## src/rtl/core/wts_pkg.sv

```systemverilog
// ----------------------------------------------------------------------------
// wts_pkg
// Shared types, constants and helpers of the Williamson turn heading sequencer.
// ----------------------------------------------------------------------------
package wts_pkg;

  // Heading arithmetic, tenths of a degree
  localparam logic signed [13:0] FullCircleS = 14'sd3600;
  localparam logic signed [13:0] HalfCircleS = 14'sd1800;
  localparam logic [11:0]        FullCircle  = 12'd3600;
  localparam logic [11:0]        HalfCircle  = 12'd1800;
  localparam logic [7:0]         SettleMax   = 8'd255;

  // Opcodes
  localparam logic OpRun  = 1'b0;
  localparam logic OpIdle = 1'b1;

  // Phase codes
  localparam logic [1:0] PhaseInitial = 2'd0;
  localparam logic [1:0] PhaseLead    = 2'd1;
  localparam logic [1:0] PhaseCapture = 2'd2;

  // Configuration register indexes
  localparam int unsigned CfgIdxW = 3;
  localparam int unsigned CfgDataW = 11;
  localparam logic [CfgIdxW-1:0] CfgHeadingTol = 3'd0;
  localparam logic [CfgIdxW-1:0] CfgInitTurn   = 3'd1;
  localparam logic [CfgIdxW-1:0] CfgMaxStep    = 3'd2;
  localparam logic [CfgIdxW-1:0] CfgTurnDir    = 3'd3;
  localparam logic [CfgIdxW-1:0] CfgCapRange   = 3'd4;
  localparam logic [CfgIdxW-1:0] CfgSettleReq  = 3'd5;

  // Register reset values
  localparam logic [10:0] RstHeadingTol = 11'd10;
  localparam logic [10:0] RstInitTurn   = 11'd600;
  localparam logic [10:0] RstMaxStep    = 11'd900;
  localparam logic        RstTurnDir    = 1'b0;
  localparam logic [10:0] RstCapRange   = 11'd300;
  localparam logic [7:0]  RstSettleReq  = 8'd5;

  typedef struct packed {
    logic [10:0] tol_band;
    logic [10:0] swing_angle;
    logic [10:0] lead_limit;
    logic        swing_port;
    logic [10:0] capture_range;
    logic [7:0]  settle_required;
  } cfg_t;

  typedef struct packed {
    logic        opcode;
    logic        heading_valid;
    logic [11:0] meas_heading;
  } in_item_t;

  typedef struct packed {
    logic        course_valid;
    logic [11:0] desired_course;
    logic [1:0]  phase;
    logic        complete;
    logic        heading_missing;
  } out_item_t;

  typedef struct packed {
    logic        entry_latched;
    logic [11:0] entry_heading;
    logic [11:0] first_phase_heading;
    logic [11:0] reciprocal_heading;
    logic        first_phase_done;
    logic [7:0]  settle_counter;
  } maneuver_t;

  // Fold a value in [-3600, 7200) into [0, 3600)
  function automatic logic [11:0] wrap_heading(input logic signed [13:0] a);
    logic signed [13:0] r;
    r = a;
    if (a < 14'sd0) begin
      r = a + FullCircleS;
    end else if (a >= FullCircleS) begin
      r = a - FullCircleS;
    end
    return r[11:0];
  endfunction

endpackage

```

## src/rtl/core/wts_in_if.sv

```systemverilog
// ----------------------------------------------------------------------------
// wts_in_if
// Helm tick channel: valid/ready handshake with opcode and measured heading.
// ----------------------------------------------------------------------------
interface wts_in_if;
  logic        valid;
  logic        ready;
  logic        opcode;
  logic        heading_valid;
  logic [11:0] meas_heading;

  modport source (output valid, output opcode, output heading_valid,
                  output meas_heading, input ready);
  modport sink   (input valid, input opcode, input heading_valid,
                  input meas_heading, output ready);
endinterface

```

## src/rtl/core/wts_out_if.sv

```systemverilog
// ----------------------------------------------------------------------------
// wts_out_if
// Course command channel: valid/ready handshake with the commanded course.
// ----------------------------------------------------------------------------
interface wts_out_if;
  logic        valid;
  logic        ready;
  logic        course_valid;
  logic [11:0] desired_course;
  logic [1:0]  phase;
  logic        complete;
  logic        heading_missing;

  modport source (output valid, output course_valid, output desired_course,
                  output phase, output complete, output heading_missing,
                  input ready);
  modport sink   (input valid, input course_valid, input desired_course,
                  input phase, input complete, input heading_missing,
                  output ready);
endinterface

```

## src/rtl/core/wts_cfg_regs.sv

```systemverilog
// ----------------------------------------------------------------------------
// wts_cfg_regs
// Configuration register file: indexed writes, reset to default tuning.
// ----------------------------------------------------------------------------
module wts_cfg_regs (
  input  logic                          clk,
  input  logic                          rst_n,
  input  logic                          cfg_we,
  input  logic [wts_pkg::CfgIdxW-1:0]   cfg_index,
  input  logic [wts_pkg::CfgDataW-1:0]  cfg_wdata,
  output wts_pkg::cfg_t                 cfg
);

  wts_pkg::cfg_t cfg_r;
  wts_pkg::cfg_t cfg_nxt;

  // Write decode
  always_comb begin
    cfg_nxt = cfg_r;
    if (cfg_we) begin
      unique case (cfg_index)
        wts_pkg::CfgHeadingTol: cfg_nxt.tol_band        = cfg_wdata;
        wts_pkg::CfgInitTurn:   cfg_nxt.swing_angle     = cfg_wdata;
        wts_pkg::CfgMaxStep:    cfg_nxt.lead_limit      = cfg_wdata;
        wts_pkg::CfgTurnDir:    cfg_nxt.swing_port      = cfg_wdata[0];
        wts_pkg::CfgCapRange:   cfg_nxt.capture_range   = cfg_wdata;
        wts_pkg::CfgSettleReq:  cfg_nxt.settle_required = cfg_wdata[7:0];
        default: ;  // unused indexes are ignored
      endcase
    end
  end

  always_ff @(posedge clk) begin
    if (!rst_n) begin
      cfg_r.tol_band        <= wts_pkg::RstHeadingTol;
      cfg_r.swing_angle     <= wts_pkg::RstInitTurn;
      cfg_r.lead_limit      <= wts_pkg::RstMaxStep;
      cfg_r.swing_port      <= wts_pkg::RstTurnDir;
      cfg_r.capture_range   <= wts_pkg::RstCapRange;
      cfg_r.settle_required <= wts_pkg::RstSettleReq;
    end else begin
      cfg_r <= cfg_nxt;
    end
  end

  assign cfg = cfg_r;

endmodule

```

## src/rtl/core/wts_step.sv

```systemverilog
// ----------------------------------------------------------------------------
// wts_step
// One helm tick: phase selection, lead-step course and settle tracking.
// ----------------------------------------------------------------------------
module wts_step (
  input  wts_pkg::in_item_t   item,
  input  wts_pkg::cfg_t       cfg,
  input  wts_pkg::maneuver_t  st,
  output wts_pkg::maneuver_t  st_nxt,
  output wts_pkg::out_item_t  res
);

  logic [11:0]        nav_w;
  logic               port;
  logic signed [13:0] nav_s;
  logic signed [13:0] init_s;
  logic signed [13:0] tol_s;
  logic [11:0]        fph_new;
  logic [11:0]        ent;
  logic [11:0]        fph;
  logic [11:0]        rec;
  logic               fpd_eff;
  logic [11:0]        d_ent;
  logic signed [13:0] delta;
  logic signed [13:0] sdelta;
  logic               turn_reached;
  logic [11:0]        d0;
  logic [11:0]        diff;
  logic [11:0]        lead;
  logic [11:0]        course1;
  logic [11:0]        err;
  logic               in_tol;
  logic               capture;
  logic [7:0]         cnt_inc;
  logic               settled;
  logic [1:0]         phase2;
  logic [11:0]        course2;

  // Heading folded into range, signed views of the angles
  always_comb begin
    nav_w  = (item.meas_heading >= wts_pkg::FullCircle) ?
             item.meas_heading - wts_pkg::FullCircle : item.meas_heading;
    port   = cfg.swing_port;
    nav_s  = $signed({2'b00, nav_w});
    init_s = $signed({3'b000, cfg.swing_angle});
    tol_s  = $signed({3'b000, cfg.tol_band});
  end

  // Entry values: latched ones, or taken from this tick on the first run
  always_comb begin
    fph_new = wts_pkg::wrap_heading(port ? nav_s - init_s : nav_s + init_s);
    ent     = st.entry_latched ? st.entry_heading : nav_w;
    fph     = st.entry_latched ? st.first_phase_heading : fph_new;
    rec     = st.entry_latched ? st.reciprocal_heading :
              wts_pkg::wrap_heading(nav_s + wts_pkg::HalfCircleS);
    fpd_eff = st.entry_latched & st.first_phase_done;
  end

  // Phase one: turned far enough from entry?
  always_comb begin
    d_ent        = wts_pkg::wrap_heading(nav_s - $signed({2'b00, ent}));
    delta        = (d_ent > wts_pkg::HalfCircle) ?
                   $signed({2'b00, d_ent}) - wts_pkg::FullCircleS :
                   $signed({2'b00, d_ent});
    sdelta       = port ? -delta : delta;
    turn_reached = (sdelta >= init_s - tol_s);
  end

  // Phase two: remaining angle, lead step and heading error
  always_comb begin
    d0      = wts_pkg::wrap_heading(nav_s - $signed({2'b00, rec}));
    if (!port) begin
      diff = d0;
    end else begin
      diff = (d0 == 12'd0) ? 12'd0 : wts_pkg::FullCircle - d0;
    end
    capture = (diff <= {1'b0, cfg.capture_range});
    lead    = (diff < {1'b0, cfg.lead_limit}) ? diff : {1'b0, cfg.lead_limit};
    course1 = wts_pkg::wrap_heading(port ? nav_s + $signed({2'b00, lead}) :
                                           nav_s - $signed({2'b00, lead}));
    phase2  = capture ? wts_pkg::PhaseCapture : wts_pkg::PhaseLead;
    course2 = capture ? rec : course1;
    err     = (d0 > wts_pkg::HalfCircle) ? wts_pkg::FullCircle - d0 : d0;
    in_tol  = (err <= {1'b0, cfg.tol_band});
    cnt_inc = (st.settle_counter == wts_pkg::SettleMax) ?
              wts_pkg::SettleMax : st.settle_counter + 8'd1;
    settled = (cnt_inc >= cfg.settle_required);
  end

  // Result and next maneuver state
  always_comb begin
    st_nxt = st;
    res    = '0;
    if (item.opcode == wts_pkg::OpIdle) begin
      st_nxt.entry_latched    = 1'b0;
      st_nxt.first_phase_done = 1'b0;
      st_nxt.settle_counter   = 8'd0;
    end else if (!item.heading_valid) begin
      res.heading_missing = 1'b1;
    end else begin
      st_nxt.entry_latched       = 1'b1;
      st_nxt.entry_heading       = ent;
      st_nxt.first_phase_heading = fph;
      st_nxt.reciprocal_heading  = rec;
      if (!fpd_eff && !turn_reached) begin
        st_nxt.first_phase_done = 1'b0;
        res.course_valid        = 1'b1;
        res.desired_course      = fph;
        res.phase               = wts_pkg::PhaseInitial;
      end else begin
        st_nxt.first_phase_done = 1'b1;
        res.phase               = phase2;
        if (in_tol && settled) begin
          st_nxt.entry_latched    = 1'b0;
          st_nxt.first_phase_done = 1'b0;
          st_nxt.settle_counter   = 8'd0;
          res.complete            = 1'b1;
          res.desired_course      = rec;
        end else begin
          st_nxt.settle_counter = in_tol ? cnt_inc : 8'd0;
          res.course_valid      = 1'b1;
          res.desired_course    = course2;
        end
      end
    end
  end

endmodule

```

## src/rtl/core/williamson_turn_heading_sequencer.sv

```systemverilog
// Path: an accepted tick is held in the input register, then its result is
// registered in the result register, from which it transfers out.
// Throughput: one tick per cycle without stalls; the maneuver state updates in
// the same cycle the input register hands its tick to the result register.
// Reset (synchronous, active low): pipeline empty, maneuver cleared, registers
// back to their default tuning.
// ----------------------------------------------------------------------------
// williamson_turn_heading_sequencer
// Top level: input register, maneuver state, step logic and result register.
// ----------------------------------------------------------------------------
module williamson_turn_heading_sequencer (
  input  logic                          clk,
  input  logic                          rst_n,
  wts_in_if.sink                        in_ch,
  wts_out_if.source                     out_ch,
  input  logic                          cfg_we,
  input  logic [wts_pkg::CfgIdxW-1:0]   cfg_index,
  input  logic [wts_pkg::CfgDataW-1:0]  cfg_wdata
);

  wts_pkg::cfg_t      cfg;
  wts_pkg::in_item_t  s1_item_r;
  logic               s1_valid_r;
  wts_pkg::maneuver_t state_r;
  wts_pkg::maneuver_t state_nxt;
  wts_pkg::out_item_t res;
  wts_pkg::out_item_t out_r;
  logic               out_valid_r;
  logic               adv;
  logic               fire;
  logic               in_xfer;

  wts_cfg_regs u_cfg (
    .clk       (clk),
    .rst_n     (rst_n),
    .cfg_we    (cfg_we),
    .cfg_index (cfg_index),
    .cfg_wdata (cfg_wdata),
    .cfg       (cfg)
  );

  wts_step u_step (
    .item   (s1_item_r),
    .cfg    (cfg),
    .st     (state_r),
    .st_nxt (state_nxt),
    .res    (res)
  );

  // Handshake: result register drains or is empty, input stage follows
  assign adv          = !out_valid_r || out_ch.ready;
  assign fire         = s1_valid_r && adv;
  assign in_ch.ready  = !s1_valid_r || adv;
  assign in_xfer      = in_ch.valid && in_ch.ready;

  // Input register
  always_ff @(posedge clk) begin
    if (!rst_n) begin
      s1_valid_r <= 1'b0;
    end else if (in_ch.ready) begin
      s1_valid_r <= in_ch.valid;
    end
  end

  always_ff @(posedge clk) begin
    if (in_xfer) begin
      s1_item_r.opcode        <= in_ch.opcode;
      s1_item_r.heading_valid <= in_ch.heading_valid;
      s1_item_r.meas_heading  <= in_ch.meas_heading;
    end
  end

  // Maneuver state advances once per processed tick
  always_ff @(posedge clk) begin
    if (!rst_n) begin
      state_r <= '0;
    end else if (fire) begin
      state_r <= state_nxt;
    end
  end

  // Result register
  always_ff @(posedge clk) begin
    if (!rst_n) begin
      out_valid_r <= 1'b0;
    end else if (adv) begin
      out_valid_r <= s1_valid_r;
    end
  end

  always_ff @(posedge clk) begin
    if (fire) begin
      out_r <= res;
    end
  end

  assign out_ch.valid           = out_valid_r;
  assign out_ch.course_valid    = out_r.course_valid;
  assign out_ch.desired_course  = out_r.desired_course;
  assign out_ch.phase           = out_r.phase;
  assign out_ch.complete        = out_r.complete;
  assign out_ch.heading_missing = out_r.heading_missing;

  // Checks
  a_done_implies_latched: assert property (@(posedge clk) disable iff (!rst_n)
    state_r.first_phase_done |-> state_r.entry_latched)
    else $error("first phase done without a latched entry");

  a_complete_clears: assert property (@(posedge clk) disable iff (!rst_n)
    (fire && res.complete) |=> (!state_r.entry_latched && state_r.settle_counter == 8'd0))
    else $error("completion did not clear the maneuver");

  a_missing_holds_state: assert property (@(posedge clk) disable iff (!rst_n)
    (fire && s1_item_r.opcode == wts_pkg::OpRun && !s1_item_r.heading_valid)
    |=> $stable(state_r))
    else $error("missing heading changed the maneuver state");

  a_course_in_range: assert property (@(posedge clk) disable iff (!rst_n)
    (out_valid_r && out_r.course_valid) |-> (out_r.desired_course < wts_pkg::FullCircle))
    else $error("commanded course out of range");

  a_complete_no_course: assert property (@(posedge clk) disable iff (!rst_n)
    (fire && res.complete) |=> (out_valid_r && !out_r.course_valid))
    else $error("completion result carries a course command");

endmodule
```

## src/flat_wrapper.sv

```systemverilog
// flat-port wrapper written by rule: the top's interface ports become plain ports
module williamson_turn_heading_sequencer_flat 
  (clk, rst_n, cfg_we, cfg_index, cfg_wdata, in_ch_valid, in_ch_opcode, in_ch_heading_valid, in_ch_meas_heading, in_ch_ready, out_ch_valid, out_ch_course_valid, out_ch_desired_course, out_ch_phase, out_ch_complete, out_ch_heading_missing, out_ch_ready);
  wts_in_if in_ch_i ();
  wts_out_if out_ch_i ();
  input  logic clk;
  input  logic rst_n;
  input  logic cfg_we;
  input  logic [wts_pkg::CfgIdxW-1:0] cfg_index;
  input  logic [wts_pkg::CfgDataW-1:0] cfg_wdata;
  input wire logic [$bits(in_ch_i.valid)-1:0] in_ch_valid;
  input wire logic [$bits(in_ch_i.opcode)-1:0] in_ch_opcode;
  input wire logic [$bits(in_ch_i.heading_valid)-1:0] in_ch_heading_valid;
  input wire logic [$bits(in_ch_i.meas_heading)-1:0] in_ch_meas_heading;
  output wire logic [$bits(in_ch_i.ready)-1:0] in_ch_ready;
  output wire logic [$bits(out_ch_i.valid)-1:0] out_ch_valid;
  output wire logic [$bits(out_ch_i.course_valid)-1:0] out_ch_course_valid;
  output wire logic [$bits(out_ch_i.desired_course)-1:0] out_ch_desired_course;
  output wire logic [$bits(out_ch_i.phase)-1:0] out_ch_phase;
  output wire logic [$bits(out_ch_i.complete)-1:0] out_ch_complete;
  output wire logic [$bits(out_ch_i.heading_missing)-1:0] out_ch_heading_missing;
  input wire logic [$bits(out_ch_i.ready)-1:0] out_ch_ready;
  assign in_ch_i.valid = in_ch_valid;
  assign in_ch_i.opcode = in_ch_opcode;
  assign in_ch_i.heading_valid = in_ch_heading_valid;
  assign in_ch_i.meas_heading = in_ch_meas_heading;
  assign in_ch_ready = in_ch_i.ready;
  assign out_ch_valid = out_ch_i.valid;
  assign out_ch_course_valid = out_ch_i.course_valid;
  assign out_ch_desired_course = out_ch_i.desired_course;
  assign out_ch_phase = out_ch_i.phase;
  assign out_ch_complete = out_ch_i.complete;
  assign out_ch_heading_missing = out_ch_i.heading_missing;
  assign out_ch_i.ready = out_ch_ready;
  williamson_turn_heading_sequencer u_core (.clk(clk), .rst_n(rst_n), .in_ch(in_ch_i), .out_ch(out_ch_i), .cfg_we(cfg_we), .cfg_index(cfg_index), .cfg_wdata(cfg_wdata));
endmodule
```

## config.mk

```make
export PLATFORM = sky130hd
export DESIGN_NAME = williamson_turn_heading_sequencer_flat
export DESIGN_NICKNAME = d
export VERILOG_FILES = /design/src/rtl/core/wts_pkg.sv /design/src/rtl/core/wts_in_if.sv /design/src/rtl/core/wts_out_if.sv /design/src/rtl/core/wts_cfg_regs.sv /design/src/rtl/core/wts_step.sv /design/src/rtl/core/williamson_turn_heading_sequencer.sv /design/src/flat_wrapper.sv
export SDC_FILE = /design/constraint.sdc
export NUM_CORES = 1
export LEC_CHECK = 0
export ABC_AREA = 1
export CAP_MARGIN = 20
export CORE_MARGIN = 1.5
export CORE_UTILIZATION = 45
export DETAILED_ROUTE_END_ITERATION = 16
export DONT_BUFFER_PORTS = 1
export PLACE_DENSITY_LB_ADDON = 0.12
export SLEW_MARGIN = 20
export SYNTH_ARGS = -nofsm -noshare
export SYNTH_HDL_FRONTEND = slang
export SYNTH_SLANG_ARGS = --single-unit
export TNS_END_PERCENT = 100
```

## constraint.sdc

```tcl
create_clock -name clk -period 10.75 [get_ports clk]
set_input_delay 2.15 -clock clk [delete_from_list [all_inputs] [get_ports clk]]
set_output_delay 2.15 -clock clk [all_outputs]
set_load 0.02 [all_outputs]
```

# --- Word-level counts from Yosys, hierarchy flattened ---
# Cells that the tools add are included.
word_totals:
  word_cells: 135
  out_inout_bits: 19
  regBits: 132
classes:
  n_mux: 38
  bitwise: 3
  eq_ne: 7
  add_sub_neg: 23
  n_lt_le_gt_ge: 18
  reduce_logical: 24
op_table:
  columns: ["op", "count"]
  rows:
  - ["$mux W12", 20]
  - ["$mux W14", 4]
  - ["$add A12 B10 Y12 const B", 4]
  - ["$sub A12 B10 Y12 const B", 4]
  - ["$mux W46", 1]
  - ["$lt A13 B1 Y1 const B", 3]
  - ["$sub A12 B12 Y13", 3]
  - ["$mux W8", 4]
  - ["$ge A14 B13 Y1 const B", 2]
  - ["$lt A14 B1 Y1 const B", 2]
  - ["$ge A13 B13 Y1 const B", 2]
  - ["$gt A12 B11 Y1 const B", 2]
  - ["$le A12 B11 Y1", 2]
  - ["$sub A12 B12 Y12 const B", 2]
  - ["$mux W15", 1]
  - ["$ge A14 B12 Y1", 1]
  - ["$neg A14 Y14", 1]
  - ["$reduce_and A2 Y1", 7]
  - ["$add A12 B11 Y13", 1]
  - ["$add A12 B11 Y13 const B", 1]
  - ["$add A12 B12 Y13", 1]
  - ["$ge A13 B12 Y1 const B", 1]
  - ["$sub A12 B11 Y13", 1]
  - ["$sub A12 B12 Y13 const B", 1]
  - ["26 further kinds", 42]

# --- Longest topological paths before layout ---
# Gate-level depths: netlist of run 1.
logic_depth:
  ltp_word: 24
  mapped_depth: 87
  ltp_nobuf: 85

# --- Cells and area by module ---
# Synthesis of run 1 repeated with hierarchy kept, for this count alone.
hier_totals:
  cells_unflattened: 2392
  area_unflattened_um2: 14998.1
by_module_without_submodules:
  columns: ["mod", "instances", "area_each_um2", "seq_area_each_um2", "cells_each"]
  rows:
  - ["wts_step", 1, 9756.9, 0.0, 1746]
  - ["williamson_turn_heading_sequencer", 1, 3095.5, 1891.8, 345]
  - ["wts_cfg_regs", 1, 2145.8, 1061.0, 301]

# --- Worst setup path before layout of run 1 ---
# No wires, ideal clock.
synth_timing:
  path_type: "register to register"
  startpoint: "register u_core.s1_item_r[4] in the netlist's numbering"
  endpoint: "register u_core.out_r (netlist bit u_core.out_ch.desired_course[11]), data pin"
  setup_ns: 0.267
  stages_incl_launch_ff: 77
  period_less_slack_ns: 9.598
  t_arrival_ns: 9.331
  n_path_buf: 2
  t_required_ns: 10.483
  path_slack_ns: 1.152
  cell_sequence: "edfxtp_1 > inv_1 > ha_1 > inv_2 > nor2_4 > nand2_1 > nand2_4 > nand3_2 > nand2_1 > ha_1 > inv_1 > nand2_1 > nand2_2 > ha_1 > nand4_1 > nand4_2 > nand2_4 > nand2_8 > [... 41 more ...] > o31ai_1 > nand3_1 > nand2_1 > nand2_1 > o21ai_0 > xor2_1 > inv_1 > nor2_1 > nand2_1 > o21ai_0 > nand2_1 > inv_1 > o31ai_1 > o32ai_1 > xor2_1 > nand3_1 > nand2_1 > a21oi_1"
synth_between:
  elab_chain_cells: 24
  word_cells_on_any_way: 67
  cone_classes: "add/sub (21); order compare (17); mux (25); reduce/logical (4)"
synth_lines:
  columns: ["element", "line_no", "source"]
  rows:
  - ["start: declaration", "williamson_turn_heading_sequencer.sv:22", "wts_pkg::in_item_t s1_item_r;"]
  - ["$sub A12 B12 Y12 / $ge A12 B12 Y1 (equally long branches)", "wts_step.sv:42, wts_step.sv:41", null]
  - ["$mux W12 (*)", "wts_step.sv:41", "nav_w = (item.meas_heading >= wts_pkg::FullCircle) ?"]
  - ["$add A12 B11 Y13", "wts_step.sv:55", "wts_pkg::wrap_heading(nav_s + wts_pkg::HalfCircleS);"]
  - ["$sub A12 B12 Y12 / $ge A13 B12 Y1 (equally long branches)", "wts_pkg.sv:80, wts_pkg.sv:79", null]
  - ["$mux W12", "wts_pkg.sv:79", "end else if (a >= FullCircleS) begin"]
  - ["$mux W12", "wts_pkg.sv:77", "if (a < 14'sd0) begin"]
  - ["$mux W12", "wts_step.sv:54", "rec = st.entry_latched ? st.reciprocal_heading :"]
  - ["$sub A12 B12 Y13", "wts_step.sv:71", "d0 = wts_pkg::wrap_heading(nav_s - $signed({2'b00, rec}));"]
  - ["[... 8 more ...]", null, null]
  - ["$sub A12 B12 Y13 / $add A12 B12 Y13 (equally long branches)", "wts_step.sv:80, wts_step.sv:79", null]
  - ["$mux W14", "wts_step.sv:79", "course1 = wts_pkg::wrap_heading(port ? nav_s + $signed({2'b00, lead}) :"]
  - ["$sub A12 B10 Y12 / $ge A14 B13 Y1 (equally long branches)", "wts_pkg.sv:80, wts_pkg.sv:79", null]
  - ["$mux W12", "wts_pkg.sv:79", null]
  - ["$mux W12", "wts_pkg.sv:77", null]
  - ["$mux W12", "wts_step.sv:82", "course2 = capture ? rec : course1;"]
  - ["$mux W12", "wts_step.sv:113", "if (in_tol && settled) begin"]
  - ["$mux W15 (*)", "wts_step.sv:105", "if (!fpd_eff && !turn_reached) begin"]
  - ["end signal: assignment", "williamson_turn_heading_sequencer.sv:93", "out_r <= res;"]
  - ["end: declaration", "williamson_turn_heading_sequencer.sv:27", "wts_pkg::out_item_t out_r;"]
# Mark *: on every way between the ends. The rest lies on a longest branch, timed or not.
# A chain may end at the register's enable or synchronous reset.

# --- Final worst setup path of run 1 ---
# Same ends and word-level chain as after synthesis.

==> results by group, run 1 <==
Critical path
  • CP Capture Type: flip-flop
  • Reg2reg start: u_core.s1_item_r[4]$_DFFE_PP_
  • Type of the worst setup path: reg -> reg
  • Crit-path max cell delay: about 0.4 ns
  • Critical Path AT: 10.29 ns
  • Worst Setup SP: u_core.s1_item_r[4]$_DFFE_PP_
  • Critical Path Most Common Cell: nand2_1
  • Buf/Inv on CP: 10
  • CP delay by family, top: simple AND/OR/NAND/NOR gates
  • CP Max Fanout: 10
  • CP max-delay cell: edfxtp_1
  • Worst path required time: 10.95 ns
  • CP Launch Type: flip-flop

Routing
  • Initial drt markers: 944
  • DRT Pass-1 Iters: 5
  • Drt total wl: about 43 mm
  • Post-route DRC: 0
  • Avg Vias per Cell: roughly 5.3
  • Metal2 WL: between 15 and 20 mm
  • Vias: 13.19k
  • WL per Instance: between 15 and 20 µm
  • DR WL met3: 2.163 mm
  • M1 WL: about 21 mm
  • Antenna Violating Nets Remaining: 0
  • Highest metal layer with signal wires: met4

Placement
  • Placed cells: between 2k and 2.5k
  • DP Area: roughly 0.014 mm²
  • RePlAce Congestion: about 0.97
  • PortBufs: 0
  • HPWL Detailed: 33.76 mm

STA
  • Max-slew violation count: 0
  • Tcrit/Tclk final: approximately 94%
  • Tmin final: 10.09 ns
  • Relative max-transition margin: 40.49%
  • Clk_skew: ~0.0094 ns
  • Worst Tran Pin Value: 0.8868 ns
  • Max Clk Rate: 99.10 MHz
  • Final setup TNS: 0 ns
  • Final Hold Fails: 0
  • Endpoints failing setup: 0

Die
  • Placeable Area: between 0.02 and 0.03 mm²
  • Core Rows: 63
  • I/O pin total: 52
  • Initial Utilization: roughly 46%
  • Chip height: ~180 µm
  • Die ar.: 0.03143 mm²
  • Die Wd: between 150 and 200 µm

Synthesis
  • Yosys Warn Count: 0
  • Top FF cell, synth: dfxtp_1
  • Fraction of registers with async set/reset: 0%
  • Number of synthesized flops with an enable pin: 31
  • Cell variety after synth: 64
  • Avg Inst Size Synth: around 6.7 µm²
  • Netlist Area Pre-Place: between 0.01 and 0.015 mm²
  • #FFs+latches synth: around 130
  • Mapped Cells: around 2.0k
  • Sequential area share after synthesis: about 22%

CTS
  • # H-tree levels: 4
  • Clock Tree Buf Depth: 2
  • Clk sinks: roughly 130
  • CTS tree: built
  • Hold_buf cts: 0
  • Num CTS Buffers: 17
  • Clk_lat worst skew: between 0.4 and 0.5 ns
  • Clock root cell: clkbuf_16
  • Reg clk slew, reported paths: 0.07 ns

Worst hold path
  • Hold crit path type: reg -> reg
  • HP Start: u_core.u_cfg.cfg[18]$_SDFFE_PN0P_

Power
  • Peak VDD IR: approximately 180 µV
  • Cell area power density: between 200 and 300 mW/mm²
  • LEAKAGE: ~7.4 nW

Global routing
  • Total track usage: 27.69%
  • Vias in the first global route: 12.11k
  • First-pass GRT wire length: roughly 67 mm
  • Initial antenna violation count: 0
  • Grt ovf: 0
  • Largest net degree at the start of global routing: 75

Flow run
  • Max Cap Violations: 0

Final layout
  • Fillers: between 3k and 4k
  • Final Non-Filler Cells: between 2k and 2.5k
  • Design area: around 0.015 mm²
  • Proportion of layout cells with a drive suffix above 1: about an eighth
  • ANT cells: 0
  • Area Growth Syn to Fin: 10.54%
  • Sequential standard cell area: 0.002954 mm²
  • Util after Layout: 50.72%
  • Most common cell after layout, fill and taps aside: nand2_1
  • Commonest non-fill, non-tap cells in the layout: 418 x nand2_1, 307 x inv_1, 168 x o21ai_0
  • Multi-input gate area: 0.009449 mm²
  • Final net count: between 2k and 2.5k

Run status
  • Status: finished clean
## kinds of logic after synthesis
family	Yosys count	synth area share (%)
and+or+nand+nor	839	28.71
AOI/OAI and AO/OA	449	18.29
buffers and inverters	382	10.85
adders and majority gates	165	15.49
DFF	132	21.60
xor gates and xnor gates	76	4.869
other	2	0.05494
muxes	2	0.1464
## final timing paths
path	endpoint	slack, ns	cells after the start
worst max register to register	u_core.out_ch.desired_course[11]$_SDFFCE_PP0P_	0.66	72
worst min register to register	u_core.u_cfg.cfg[18]$_SDFFE_PN0P_	0.47	2
worst min-delay path	u_core.u_cfg.cfg[18]$_SDFFE_PN0P_	0.47	2
worst max-delay path	u_core.out_ch.desired_course[11]$_SDFFCE_PP0P_	0.66	72
## flip-flops by register name (all words and copies together), names as in the netlist
| name | flops |
|---|---|
| u_core.u_cfg.cfg | 53 |
| u_core.state_r | 46 |
| u_core.s1_item_r | 14 |
| u_core.out_ch.desired_course | 12 |
| u_core.out_ch.phase | 2 |
| u_core.out_ch.complete | 1 |
| u_core.out_ch.course_valid | 1 |
| u_core.out_ch.heading_missing | 1 |
| u_core.out_ch.valid | 1 |
| u_core.s1_valid_r | 1 |
## metal layers
layer	GRT usage (%)	vias up
li1	-	6784
met4	8.543	0
met3	4.199	51
met2	44.08	361
met5	0	-
met1	38.35	5997
## Yosys cell counts (6+ instances only)
library cell / instances / area, µm²
nand3b_1: 7 / 52.55
o211ai_1: 23 / 172.7
nor3_1: 15 / 75.07
o31ai_1: 12 / 90.09
xnor2_1: 11 / 96.34
ha_1: 158 / 1977
o22ai_1: 8 / 50.05
edfxtp_1: 31 / 930.9
nor2_1: 123 / 461.7
nand3_2: 13 / 130.1
inv_1: 310 / 1164
o21bai_1: 18 / 135.1
clkbuf_1: 38 / 142.6
or2_2: 6 / 37.54
nor2_4: 9 / 101.4
dfxtp_1: 101 / 2022
inv_2: 19 / 71.32
nand3_1: 131 / 655.6
nand2_2: 48 / 300.3
nor2_2: 11 / 68.82
a21oi_1: 167 / 835.8
nand2_4: 9 / 101.4
fa_1: 7 / 140.1
nand2_1: 426 / 1599
o21ai_1: 14 / 70.07
xor2_1: 65 / 569.3
o21ai_0: 176 / 880.8
nand4_1: 23 / 143.9
## repair_timing
action / CTS / global route
setup buffers: 0 / 19
setup endpoints to repair: 0 / 8
gates resized for setup: 0 / 57
## power by group
part	total (W)	switching, W	internal [W]
clock	0.000575	0.000271	0.000304
sequential	0.000571	0.0000273	0.000544
combinational	0.00271	0.00175	0.000956
total	0.00385	0.00205	0.00180
## area by class of cell
cell class | instances | share of cell area (%)
clock buffers | 17 | 2.815
clock inverters | 15 | 0.8859
inverters | 330 | 8.213
multi-input cells | 1534 | 62.53
flip-flops and latches | 132 | 19.55
well taps | 390 | 3.229
repair buffers | 55 | 2.782
## through the flow
stage               hold slack (ns)  total power (W)  worst slack, ns
floorplan                    0.4353         0.002411            1.152
global placement             0.4496         0.003044           0.2206
detailed placement           0.4579         0.003052          0.08837
CTS                          0.4666         0.003639          0.04442
global route                 0.4814         0.004198          -0.1415
finish                       0.4660         0.003852           0.6594
## tightest hold or removal path, delay by kind of cell (launching register included)
family	cells	cell delay [ns]
compound gates	1	0.06
flops	1	0.30
buf+inv	1	0.07
Power figures use the tool's default switching activity.
==> run 2, diff against run 1 <==
--- a/config.mk
+++ b/config.mk
@@ -7,8 +7,8 @@
 export LEC_CHECK = 0
 export ABC_AREA = 1
 export CAP_MARGIN = 20
-export CORE_MARGIN = 1.5
 export CORE_UTILIZATION = 45
+export CTS_CLUSTER_DIAMETER = 120
 export DETAILED_ROUTE_END_ITERATION = 16
 export DONT_BUFFER_PORTS = 1
 export PLACE_DENSITY_LB_ADDON = 0.12
==> run 2 against run 1 <==
Register-to-register slack improved by 0.11 ns. Die area fell by 1.1%. First-iteration DRC count rose by 7.2%. Clock power rose by 3%. Worst setup slack improved by 0.11 ns. Hold slack got worse by 0.0045 ns. Highest routed layer unchanged.
==> results by group, run 2 (synthesis results as in run 1) <==
Placement
  • HPWL Detailed: 33.64 mm (was 33.76 mm)
  • RePlAce Congestion: 0.9284 (was 0.9667)
  • PortBufs: 0 (unchanged)
  • Place WS: 0.00001688 ns (was 0.08837 ns)

STA
  • Clk_skew: 0.009560 ns (was 0.009378 ns)
  • Max Clk Rate: 100.2 MHz (was 99.10 MHz)
  • Worst Tran Pin Value: 0.8128 ns (was 0.8868 ns)
  • Tcrit/Tclk final: 92.82% (was 93.87%)
  • Hold WS: 0.4615 ns (was 0.4660 ns)
  • Max-slew violation count: 0 (unchanged)
  • Tmin final: 9.978 ns (was 10.09 ns)
  • Worst Slack Setup Final: 0.7717 ns (was 0.6594 ns)
  • Final Hold Fails: 0 (unchanged)
  • Endpoints failing setup: 0 (unchanged)
  • Relative max-transition margin: 45.45% (was 40.49%)

Routing
  • Post-route DRC: 0 (unchanged)
  • Vias: 13.25k (was 13.19k)
  • Avg Vias per Cell: 5.359 (was 5.335)
  • WL per Instance: 17.31 µm (was 17.47 µm)
  • DRT Pass-1 Iters: 5 (unchanged)
  • Initial drt markers: 1012 (was 944)
  • Antenna Violating Nets Remaining: 0 (unchanged)
  • Drt total wl: 42.80 mm (was 43.20 mm)

Die
  • I/O pin total: 52 (unchanged)
  • Chip height: 176.3 µm (was 177.3 µm)
  • Placeable Area: 0.02980 mm² (unchanged)
  • Initial Utilization: 45.88% (unchanged)
  • Die ar.: 0.03108 mm² (was 0.03143 mm²)
  • Die Wd: 176.3 µm (was 177.3 µm)
  • Core Rows: 63 (unchanged)

CTS
  • CTS tree: built (unchanged)
  • Num CTS Buffers: 17 (unchanged)
  • Clk sinks: 132 (unchanged)
  • Clock root cell: clkbuf_16 (unchanged)
  • Reg clk slew, reported paths: 0.07 ns (about the same)
  • Clock Tree Buf Depth: 2 (unchanged)
  • # H-tree levels: 4 (unchanged)
  • Hold_buf cts: 0 (unchanged)
  • Clk_lat worst skew: 0.46 ns (about the same)

Critical path
  • CP Capture Type: flip-flop (unchanged)
  • Critical Path Most Common Cell: nand2_1 (unchanged)
  • Crit-path max cell delay: 0.46 ns (was 0.41 ns)
  • CP Launch Type: flip-flop (unchanged)
  • Worst path required time: 10.97 ns (was 10.95 ns)
  • CP max-delay cell: edfxtp_1 (unchanged)
  • CP Max Fanout: 10 (unchanged)
  • Type of the worst setup path: reg -> reg (unchanged)
  • Critical Path AT: 10.20 ns (was 10.29 ns)

Global routing
  • Largest net degree at the start of global routing: 75 (unchanged)
  • Initial antenna violation count: 0 (unchanged)
  • Vias in the first global route: 12.20k (was 12.11k)
  • First-pass GRT wire length: 66.55 mm (was 66.61 mm)
  • Grt ovf: 0 (unchanged)
  • Total track usage: 27.85% (was 27.69%)

Run status
  • Status: finished clean (unchanged)

Power
  • Peak VDD IR: 147.8 µV (was 175.8 µV)
  • LEAKAGE: 7.391 nW (was 7.385 nW)
  • Cell area power density: 256.4 mW/mm² (was 254.9 mW/mm²)

Final layout
  • Commonest non-fill, non-tap cells in the layout: 418 x nand2_1, 303 x inv_1, 166 x o21ai_0 (was 418 x nand2_1, 307 x inv_1, 168 x o21ai_0)
  • Final net count: 2267 (was 2268)
  • Area Growth Syn to Fin: 10.55% (was 10.54%)
  • ANT cells: 0 (unchanged)
  • Util after Layout: 50.72% (about the same)
  • Max FFs per register: 53 (unchanged)
  • Proportion of layout cells with a drive suffix above 1: 12.39% (was 11.95%)
  • Most common cell after layout, fill and taps aside: nand2_1 (unchanged)

Worst hold path
  • Hold crit path type: reg -> reg (unchanged)

Flow run
  • Max Cap Violations: 0 (unchanged)
-- run 2: cell count changes in the layout (fill, tap and decap cells not counted), moves of 2 or more --
cell	before	now
inv_2	21	26
inv_1	307	303
nor2_1	120	116
nor2_2	11	16
o21ai_0	168	166
a21oi_1	166	164
nand3_1	129	131
a21oi_2	1	3
o21ai_1	17	20
-- run 2: final timing paths --
| check | from | to | slack, ns | cells past startpoint |
|---|---|---|---|---|
| min | u_core.u_cfg.cfg[14]$_SDFFE_PN0P_ | u_core.u_cfg.cfg[14]$_SDFFE_PN0P_ | 0.46 | 2 |
| max reg2reg | u_core.s1_item_r[4]$_DFFE_PP_ | u_core.out_ch.desired_course[9]$_SDFFCE_PP0P_ | 0.77 | 74 |
| max | u_core.s1_item_r[4]$_DFFE_PP_ | u_core.out_ch.desired_course[9]$_SDFFCE_PP0P_ | 0.77 | 74 |
| min reg2reg | u_core.u_cfg.cfg[14]$_SDFFE_PN0P_ | u_core.u_cfg.cfg[14]$_SDFFE_PN0P_ | 0.46 | 2 |
-- run 2: stage by stage --
| stage | TNS, ns | total power (W) | cells | cell area (µm²) |
|---|---|---|---|---|
| 4_1_cts | 0 | 0.003668 | 2455 | 14780 |
| 3_3_place_gp | 0 | 0.003045 | 2423 | 14200 |
| 6_report | 0 | 0.003874 | 2472 | 15110 |
| 2_1_floorplan | 0 | 0.002411 | 2048 | 13670 |
| 5_1_grt | -0.3569 | 0.004228 | 2472 | 15110 |
| 3_5_place_dp | 0 | 0.003057 | 2423 | 14200 |
-- run 2: layout make-up --
cell class / count / area (µm²)
Tap cell: 390 / 488.0
Inverter: 330 / 1239
Clock inverter: 14 / 145.1
Timing Repair Buffer: 54 / 409.1
Clock buffer: 18 / 429.2
Fill cell: 3059 / 14680
Multi-Input combinational cell: 1534 / 9449
Sequential cell: 132 / 2954
-- run 2: worst max-delay path, delay by kind of cell, from the launching register on --
| kind | cells | cell delay (ns) |
|---|---|---|
| AND/OR/NAND/NOR | 38 | 3.64 |
| XOR/XNOR | 3 | 0.75 |
| flip-flops | 1 | 0.46 |
| buffers and inverters | 14 | 1.38 |
| adder cells (fa/ha/maj) | 6 | 1.63 |
| AO/OA/AOI/OAI | 13 | 1.83 |
-- run 2: repair_timing --
item | 4_1_cts | 5_1_grt
setup endpoints to repair | 1 | 8
setup buffers | 0 | 17
pin swaps | 0 | 13
resized for setup | 1 | 63
-- run 2: power breakdown --
group | leakage, nW | internal, W | switching (W)
Combinational | 6.00 | 0.000962 | 0.00175
Clock | 0.273 | 0.000326 | 0.000265
Sequential | 1.12 | 0.000544 | 0.0000268
-- run 2: per-layer routing --
layer / share of wire (%) / GRT usage, %
met5: 0 / 0
met4: 2.1 / 8.406
met3: 4.7 / 3.510
met2: 45 / 45.03
met1: 48 / 38.39
